**config.mk**
```make
export PLATFORM = sky130hd
export DESIGN_NAME = xorshift96_ranged_random_top
export DESIGN_NICKNAME = d
export VERILOG_FILES = /design/src/xs96_pkg.sv /design/src/xs96_front.sv /design/src/xs96_fifo.sv /design/src/xs96_back.sv /design/src/xorshift96_ranged_random_top.sv
export SDC_FILE = /design/constraint.sdc
export NUM_CORES = 1
export LEC_CHECK = 0
export ABC_AREA = 0
export BUFFER_PORTS_ARGS = -buffer_cell sky130_fd_sc_hd__buf_2
export CORE_MARGIN = 1.5
export CORE_UTILIZATION = 60
export CTS_CLUSTER_DIAMETER = 60
export DETAILED_ROUTE_END_ITERATION = 6
export MAX_ROUTING_LAYER = met4
export PLACE_DENSITY_LB_ADDON = 0.2
export SLEW_MARGIN = 20
export SYNTH_ARGS = -nofsm -noshare
export SYNTH_HDL_FRONTEND = slang
export SYNTH_HIERARCHICAL = 1
export SYNTH_SLANG_ARGS = --single-unit
```
**constraint.sdc**
```tcl
create_clock -name clk -period 10.3 [get_ports clk]
set_input_delay 0 -clock clk [delete_from_list [all_inputs] [get_ports clk]]
set_output_delay 0 -clock clk [all_outputs]
set_load 0.01 [all_outputs]
```
**src/xs96_pkg.sv**
```systemverilog
// Shared types and constants for the xorshift96 ranged random block.
`default_nettype none
package xs96_pkg;

  // Generator word width and seeds
  localparam int XS_WORD_W = 32;
  localparam int XS_SPAN_W = XS_WORD_W + 1;
  localparam int XS_CNT_W  = $clog2(XS_WORD_W);
  localparam logic [XS_WORD_W-1:0] XS_SEED_A = 32'd123456789;
  localparam logic [XS_WORD_W-1:0] XS_SEED_B = 32'd362436069;
  localparam logic [XS_WORD_W-1:0] XS_SEED_C = 32'd521288629;

  // Xorshift shift amounts
  localparam int XS_SHL_A = 16;
  localparam int XS_SHR_B = 5;
  localparam int XS_SHL_C = 1;

  // Default depth of the queue between front and back
  localparam int XS_QUEUE_DEPTH = 2;

  // One classified request waiting for the remainder unit
  typedef struct packed {
    logic [XS_WORD_W-1:0] rnd;
    logic [XS_SPAN_W-1:0] span;
    logic [XS_WORD_W-1:0] lower;
    logic                 err;
  } xs96_entry_t;

  // Queue status toward the front, the back and the checks
  typedef struct packed {
    logic full;
    logic empty;
  } xs96_q_stat_t;

  // Back status toward the checks
  typedef struct packed {
    logic busy;
    logic done;
  } xs96_bk_stat_t;

  typedef enum logic [1:0] {
    ST_IDLE,
    ST_DIV,
    ST_DONE
  } xs96_state_t;

endpackage
`default_nettype wire

```
**src/xs96_front.sv**
```systemverilog
// Front part: accepts requests, advances the generator and classifies bounds.
`default_nettype none
module xs96_front (
  input  wire logic                 clk,
  input  wire logic                 rst_n,
  input  wire logic                 in_tvalid,
  output logic                      in_tready,
  input  wire logic [63:0]          in_tdata,
  input  wire xs96_pkg::xs96_q_stat_t q_stat,
  output logic                      push,
  output xs96_pkg::xs96_entry_t     push_entry
);
  import xs96_pkg::*;

  logic [XS_WORD_W-1:0] word_a_r, word_b_r, word_c_r;
  logic [XS_WORD_W-1:0] word_a_nxt, word_b_nxt, word_c_nxt;
  logic [XS_WORD_W-1:0] s1, s2, s3;
  logic [XS_WORD_W-1:0] lo, hi, diff;
  logic                 accept;

  // Take an item whenever the queue has room
  assign in_tready = !q_stat.full;
  assign accept    = in_tvalid && in_tready;
  assign push      = accept;

  assign lo = in_tdata[31:0];
  assign hi = in_tdata[63:32];

  // Advance the xorshift state by one step
  always_comb begin
    s1 = word_a_r ^ (word_a_r << XS_SHL_A);
    s2 = s1 ^ (s1 >> XS_SHR_B);
    s3 = s2 ^ (s2 << XS_SHL_C);
    word_a_nxt = word_b_r;
    word_b_nxt = word_c_r;
    word_c_nxt = s3 ^ word_b_r ^ word_c_r;
  end

  // Classify the bounds and form the span
  always_comb begin
    diff            = hi - lo;
    push_entry.rnd  = word_c_nxt;
    push_entry.err  = $signed(hi) < $signed(lo);
    push_entry.span = {1'b0, diff} + XS_SPAN_W'(1);
    push_entry.lower = lo;
  end

  // Hold the generator state; advance on each accepted item
  always_ff @(posedge clk) begin
    if (!rst_n) begin
      word_a_r <= XS_SEED_A;
      word_b_r <= XS_SEED_B;
      word_c_r <= XS_SEED_C;
    end else if (accept) begin
      word_a_r <= word_a_nxt;
      word_b_r <= word_b_nxt;
      word_c_r <= word_c_nxt;
    end
  end

endmodule
`default_nettype wire

```
**src/xs96_fifo.sv**
```systemverilog
// Short queue of classified requests between front and back.
`default_nettype none
module xs96_fifo #(
  parameter int DEPTH = xs96_pkg::XS_QUEUE_DEPTH
) (
  input  wire logic                  clk,
  input  wire logic                  rst_n,
  input  wire logic                  push,
  input  wire xs96_pkg::xs96_entry_t push_entry,
  input  wire logic                  pop,
  output xs96_pkg::xs96_entry_t      head,
  output xs96_pkg::xs96_q_stat_t     stat
);
  import xs96_pkg::*;

  localparam int PTR_W = (DEPTH > 1) ? $clog2(DEPTH) : 1;
  localparam int CNT_W = $clog2(DEPTH + 1);

  xs96_entry_t      slots_r [DEPTH];
  logic [PTR_W-1:0] wr_ptr_r, rd_ptr_r, wr_ptr_nxt, rd_ptr_nxt;
  logic [CNT_W-1:0] count_r, count_nxt;
  logic             do_push, do_pop;

  assign stat.full  = count_r == CNT_W'(DEPTH);
  assign stat.empty = count_r == '0;
  assign do_push    = push && !stat.full;
  assign do_pop     = pop && !stat.empty;
  assign head       = slots_r[rd_ptr_r];

  // Advance pointers with wrap and track the fill count
  always_comb begin
    wr_ptr_nxt = wr_ptr_r;
    rd_ptr_nxt = rd_ptr_r;
    count_nxt  = count_r;
    if (do_push) begin
      wr_ptr_nxt = (wr_ptr_r == PTR_W'(DEPTH - 1)) ? '0 : wr_ptr_r + PTR_W'(1);
    end
    if (do_pop) begin
      rd_ptr_nxt = (rd_ptr_r == PTR_W'(DEPTH - 1)) ? '0 : rd_ptr_r + PTR_W'(1);
    end
    if (do_push && !do_pop) begin
      count_nxt = count_r + CNT_W'(1);
    end else if (do_pop && !do_push) begin
      count_nxt = count_r - CNT_W'(1);
    end
  end

  always_ff @(posedge clk) begin
    if (!rst_n) begin
      wr_ptr_r <= '0;
      rd_ptr_r <= '0;
      count_r  <= '0;
    end else begin
      wr_ptr_r <= wr_ptr_nxt;
      rd_ptr_r <= rd_ptr_nxt;
      count_r  <= count_nxt;
    end
  end

  // Store entries; no reset needed on payload
  always_ff @(posedge clk) begin
    if (do_push) begin
      slots_r[wr_ptr_r] <= push_entry;
    end
  end

endmodule
`default_nettype wire

```
**src/xs96_back.sv**
```systemverilog
// Back part: restoring remainder unit, offset add and output register.
`default_nettype none
module xs96_back (
  input  wire logic                  clk,
  input  wire logic                  rst_n,
  input  wire xs96_pkg::xs96_q_stat_t q_stat,
  input  wire xs96_pkg::xs96_entry_t head,
  output logic                       pop,
  output xs96_pkg::xs96_bk_stat_t    stat,
  output logic                       out_tvalid,
  input  wire logic                  out_tready,
  output logic [31:0]                out_tdata,
  output logic                       out_tuser
);
  import xs96_pkg::*;

  xs96_state_t          state_r, state_nxt;
  logic [XS_SPAN_W-1:0] rem_r, rem_nxt;
  logic [XS_WORD_W-1:0] quo_r, quo_nxt;
  logic [XS_SPAN_W-1:0] span_r, span_nxt;
  logic [XS_WORD_W-1:0] lower_r, lower_nxt;
  logic                 err_r, err_nxt;
  logic [XS_CNT_W-1:0]  cnt_r, cnt_nxt;
  logic                 out_valid_r, out_valid_nxt;
  logic [XS_WORD_W-1:0] out_value_r, out_value_nxt;
  logic                 out_err_r, out_err_nxt;
  logic [XS_SPAN_W:0]   trial, trial_diff;
  logic                 load_out;

  assign out_tvalid = out_valid_r;
  assign out_tdata  = out_value_r;
  assign out_tuser  = out_err_r;
  assign stat.busy  = state_r != ST_IDLE;
  assign stat.done  = state_r == ST_DONE;

  // One restoring step: shift in the next dividend bit, subtract if it fits
  always_comb begin
    trial      = {rem_r, quo_r[XS_WORD_W-1]};
    trial_diff = trial - {1'b0, span_r};
  end

  // Sequence pop, remainder steps and result load
  always_comb begin
    state_nxt     = state_r;
    rem_nxt       = rem_r;
    quo_nxt       = quo_r;
    span_nxt      = span_r;
    lower_nxt     = lower_r;
    err_nxt       = err_r;
    cnt_nxt       = cnt_r;
    pop           = 1'b0;
    load_out      = 1'b0;
    out_value_nxt = out_value_r;
    out_err_nxt   = out_err_r;
    unique case (state_r)
      ST_IDLE: begin
        if (!q_stat.empty) begin
          pop       = 1'b1;
          rem_nxt   = '0;
          quo_nxt   = head.rnd;
          span_nxt  = head.span;
          lower_nxt = head.lower;
          err_nxt   = head.err;
          cnt_nxt   = XS_CNT_W'(XS_WORD_W - 1);
          // inverted bounds skip the remainder; zero remainder yields lower
          state_nxt = head.err ? ST_DONE : ST_DIV;
        end
      end
      ST_DIV: begin
        rem_nxt = trial_diff[XS_SPAN_W] ? trial[XS_SPAN_W-1:0]
                                         : trial_diff[XS_SPAN_W-1:0];
        quo_nxt = quo_r << 1;
        cnt_nxt = cnt_r - XS_CNT_W'(1);
        if (cnt_r == '0) begin
          state_nxt = ST_DONE;
        end
      end
      ST_DONE: begin
        if (!out_valid_r || out_tready) begin
          load_out      = 1'b1;
          out_value_nxt = rem_r[XS_WORD_W-1:0] + lower_r;
          out_err_nxt   = err_r;
          state_nxt     = ST_IDLE;
        end
      end
      default: state_nxt = ST_IDLE;
    endcase
  end

  // Output valid: set on load, drop when taken
  always_comb begin
    if (load_out) begin
      out_valid_nxt = 1'b1;
    end else if (out_tready) begin
      out_valid_nxt = 1'b0;
    end else begin
      out_valid_nxt = out_valid_r;
    end
  end

  always_ff @(posedge clk) begin
    if (!rst_n) begin
      state_r     <= ST_IDLE;
      out_valid_r <= 1'b0;
    end else begin
      state_r     <= state_nxt;
      out_valid_r <= out_valid_nxt;
    end
  end

  // Datapath registers; no reset needed
  always_ff @(posedge clk) begin
    rem_r       <= rem_nxt;
    quo_r       <= quo_nxt;
    span_r      <= span_nxt;
    lower_r     <= lower_nxt;
    err_r       <= err_nxt;
    cnt_r       <= cnt_nxt;
    out_value_r <= out_value_nxt;
    out_err_r   <= out_err_nxt;
  end

endmodule
`default_nettype wire

```
**src/xorshift96_ranged_random_top.sv**
```systemverilog
// Ranged xorshift96 random source: front, request queue and remainder back end.
// The back end takes one item at a time from the queue into its bit-serial remainder unit:
// it pops the item, runs 32 restoring steps and loads the result, and takes no new item
// until that load is done. Inverted bounds skip the restoring steps.
// The queue takes up to QUEUE_DEPTH items ahead while the back end works.
// Reset: synchronous active-low rst_n reloads the generator seeds and empties all.
`default_nettype none
module xorshift96_ranged_random_top #(
  parameter int QUEUE_DEPTH = xs96_pkg::XS_QUEUE_DEPTH
) (
  input  wire logic        clk,
  input  wire logic        rst_n,
  input  wire logic        in_tvalid,
  output logic             in_tready,
  input  wire logic [63:0] in_tdata,   // [31:0] lower_bound, [63:32] upper_bound
  output logic             out_tvalid,
  input  wire logic        out_tready,
  output logic [31:0]      out_tdata,  // [31:0] value
  output logic             out_tuser   // [0] range_error
);
  import xs96_pkg::*;

  xs96_q_stat_t  q_stat;
  xs96_bk_stat_t bk_stat;
  xs96_entry_t   push_entry, head;
  logic          push, pop;

  xs96_front u_front (
    .clk        (clk),
    .rst_n      (rst_n),
    .in_tvalid  (in_tvalid),
    .in_tready  (in_tready),
    .in_tdata   (in_tdata),
    .q_stat     (q_stat),
    .push       (push),
    .push_entry (push_entry)
  );

  xs96_fifo #(
    .DEPTH (QUEUE_DEPTH)
  ) u_fifo (
    .clk        (clk),
    .rst_n      (rst_n),
    .push       (push),
    .push_entry (push_entry),
    .pop        (pop),
    .head       (head),
    .stat       (q_stat)
  );

  xs96_back u_back (
    .clk        (clk),
    .rst_n      (rst_n),
    .q_stat     (q_stat),
    .head       (head),
    .pop        (pop),
    .stat       (bk_stat),
    .out_tvalid (out_tvalid),
    .out_tready (out_tready),
    .out_tdata  (out_tdata),
    .out_tuser  (out_tuser)
  );

  // Checks
  a_reset_no_out: assert property (@(posedge clk) !rst_n |=> !out_tvalid)
    else $error("result shown right after reset");

  a_full_stalls: assert property (@(posedge clk) disable iff (!rst_n)
    q_stat.full |-> !in_tready)
    else $error("input taken while queue full");

  a_full_empty: assert property (@(posedge clk) disable iff (!rst_n)
    !(q_stat.full && q_stat.empty))
    else $error("queue both full and empty");

  a_out_from_done: assert property (@(posedge clk) disable iff (!rst_n)
    $rose(out_tvalid) |-> $past(bk_stat.done))
    else $error("result appeared without a finished item");

  a_pop_when_idle: assert property (@(posedge clk) disable iff (!rst_n)
    pop |-> !bk_stat.busy && !q_stat.empty)
    else $error("queue popped while back end busy or queue empty");

endmodule
`default_nettype wire

```
==> results.json <==
{
  "crit_arrival_ns": 4.32,
  "drv_cap": 0,
  "min_path_type": "in2reg",
  "clk_path_buf_depth": 3,
  "finalSetupTns_ns": 0,
  "tightest_slew_ns": 0.996,
  "gp_congestion": 0.924,
  "cts_sinks": 469,
  "critPathKind": "reg2reg",
  "routed_wl_microns": 51000,
  "synth_area_per_cell_sq_um": 11.1,
  "hold_start": "in_tdata[63]",
  "die_w_microns": 206,
  "row_count": 74,
  "grt_overflow": 0,
  "syn-cell-area_sq_um": 24800,
  "required_ns": 10.74,
  "first_iter_violations": 930,
  "drt-met1-wl_microns": 22100,
  "ios": 103,
  "final_area_sq_um": 27500,
  "clkTransAtPathRegs_ns": 0.06,
  "dp_slack_ns": 6.47,
  "grt_pass1_vias": 16300,
  "cts_htree_levels": 2,
  "antenna_found_initial": 0,
  "cts_tree": "yes",
  "setup_viol": 0,
  "finalHoldViolCount": 0,
  "max_freq_mhz": 258,
  "p_per_area_nw_per_um2": 348,
  "drive_gt1_share_pct": 14.8,
  "route.met3.wl_microns": 1740,
  "cp_slowest_stage_delay_ns": 0.49,
  "post-dp-hpwl_microns": 35600,
  "drv_slew": 0,
  "synth_warnings": 6,
  "final_antenna_net_count": 0,
  "num_vias": 16400,
  "startpoint_type": "register",
  "outcome": "completed",
  "drt_pre_antenna_iters": 5,
  "die_area_sq_um": 42500,
  "core-area_sq_um": 40800,
  "fill_cells": 3037,
  "portBuffers": 102,
  "numCtsBuffers": 49,
  "period_share_pct": 37.7,
  "clk_latency_ns": 0.58,
  "leakagePower_nw": 10.6,
  "grt_usage_pct": 25.1,
  "synthCells": 2237,
  "r2r_start": "u_back/rem_r[8]",
  "grt_pass1_wl_microns": 82100,
  "path_cells": "ha_1, and2_1, nand3_1, a211oi_1, nand4bb_1, a31oi_1, o21ai_1, xor2_4, buf_4, mux2_1, nor2_1",
  "vdd_drop_max_mv": 0.237,
  "nNetsFinal": 2489,
  "wl_met2_microns": 25500,
  "hold-worst-slack_ns": 0.0502,
  "antennaDiodeCount": 0,
  "place_area_sq_um": 25500,
  "whs_path_depth": 4,
  "maxSlewHeadroom_pct": 33.6,
  "worstHoldEndpoint": "u_fifo/slots_r[0][0]",
  "fin_skew_ns": 0.0213,
  "grt_max_degree": 105,
  "fin_ws_ns": 6.42,
  "rr_worst_depth": 11,
  "drc_errors": 0,
  "fin_crit_ns": 3.88,
  "syn_nets": 2407,
  "reg2reg_to": "u_back/rem_r[1]",
  "die_h_microns": 206,
  "syn_to_final_growth_pct": 10.8,
  "cp_max_fo": 25,
  "root_buffer": "clkbuf_16",
  "cts_setup_buffers": 0,
  "cts_resized": 0,
  "start_util_pct": 60.7,
  "reg2reg_setup_slack_ns": 6.42,
  "viasPerCell": 5.67,
  "slowest_stage": "xor2_4",
  "highest_layer": "met4",
  "crit_path_end_kind": "register",
  "wl_per_cell_microns": 17.6,
  "rsz0062_at_grt": "false"
}
==> flip-flops by register name, summed over array words and instances (netlist names), named ones only <==
register,count
u_front/word_a_r,32
u_front/word_b_nxt,32
u_back/out_tuser,1
u_back/rem_r,33
u_back/err_r,1
u_fifo/count_r,2
u_fifo/rd_ptr_r,1
u_back/cnt_r,5
u_back/out_tdata,32
u_fifo/slots_r,196
u_front/word_a_nxt,32
u_back/quo_r,32
u_back/state_r,2
u_fifo/wr_ptr_r,1
u_back/out_tvalid,1
u_back/span_r,33
u_back/lower_r,32
==> final cells by class <==
| type | instances | area, sq um | area share, % |
|---|---|---|---|
| Sequential cell | 469 | 13000 | 47.5 |
| Multi-Input combinational cell | 1547 | 10800 | 39.3 |
| Clock buffer | 63 | 1360 | 4.96 |
| Timing Repair Buffer | 149 | 951 | 3.46 |
| Tap cell | 532 | 666 | 2.42 |
| Inverter | 103 | 387 | 1.41 |
| Clock inverter | 29 | 264 | 0.961 |
==> what timing repair did <==
action                                 CTS  global route
setup endpoints to repair                0             0
hold buffers                            35             0
endpoints found under the hold margin   70             0
==> stage by stage <==
stage,utilization [%],instances,power [mW]
2_1_floorplan,-,2237,6.84
3_3_place_gp,62.4,2765,7.65
3_5_place_dp,62.4,2765,7.79
4_1_cts,67.3,2892,9.59
5_1_grt,67.3,2892,10.2
6_report,67.3,2892,9.55
==> placed cells by master, fill, tap and decap left out, drive strengths merged, types with 6 or more instances in the layout <==
master       instances
edfxtp             365
nand2              330
xnor2              197
nor2               141
buf                114
inv                107
dfxtp              104
mux2               100
ha                  99
a21oi               97
nand3               84
xor2                65
clkbuf              63
o21ai               56
a21boi              40
dlygate4sd3         35
a21o                34
nor3                25
mux2i               24
nand2b              24
nand4               24
nor3b               20
a211oi              20
clkinv              20
nor2b               14
o21a                14
and3                13
and2                12
a31oi                9
or3                  8
o211ai               8
a221o                7
or2                  7
nand3b               6
==> how the worst max path moves through the flow <==
stage               depth (start not counted)               from                   end  slack [ns]
finish                                     11    u_back/rem_r[8]       u_back/rem_r[1]        6.42
global route                               11    u_back/rem_r[8]       u_back/rem_r[1]        6.21
CTS                                        11    u_back/rem_r[8]      u_back/rem_r[16]        6.44
detailed placement                         11    u_back/rem_r[8]       u_back/rem_r[0]        6.47
global placement                           11    u_back/rem_r[0]       u_back/rem_r[1]        6.57
floorplan                                   9  u_fifo/count_r[0]  u_fifo/slots_r[0][0]        4.32
==> report_power, final <==
| part | total (mW) | leakage (nW) | internal [mW] | switching, mW |
|---|---|---|---|---|
| clock | 1.75 | 0.794 | 1.02 | 0.732 |
| combinational | 4.37 | 5.56 | 1.82 | 2.55 |
| sequential | 3.43 | 4.28 | 3.09 | 0.336 |
| total | 9.55 | 10.6 | 5.93 | 3.62 |
==> routing by layer <==
layer	vias up	GRT usage [%]
met1	7907	30.9
li1	8055	-
met3	103	2.70
met4	0	9.73
met2	344	42.6
met5	-	-
==> worst max-delay path, delay by kind of cell (launching register included) <==
kind,cells,cell delay (ns)
adders and majority gates,1,0.40
AOI/OAI and AO/OA,3,0.94
DFF,1,0.45
buffers and inverters,1,0.46
muxes,1,0.37
and+or+nand+nor,4,0.60
xor gates and xnor gates,1,0.49
(Power assumes the default switching activity.)
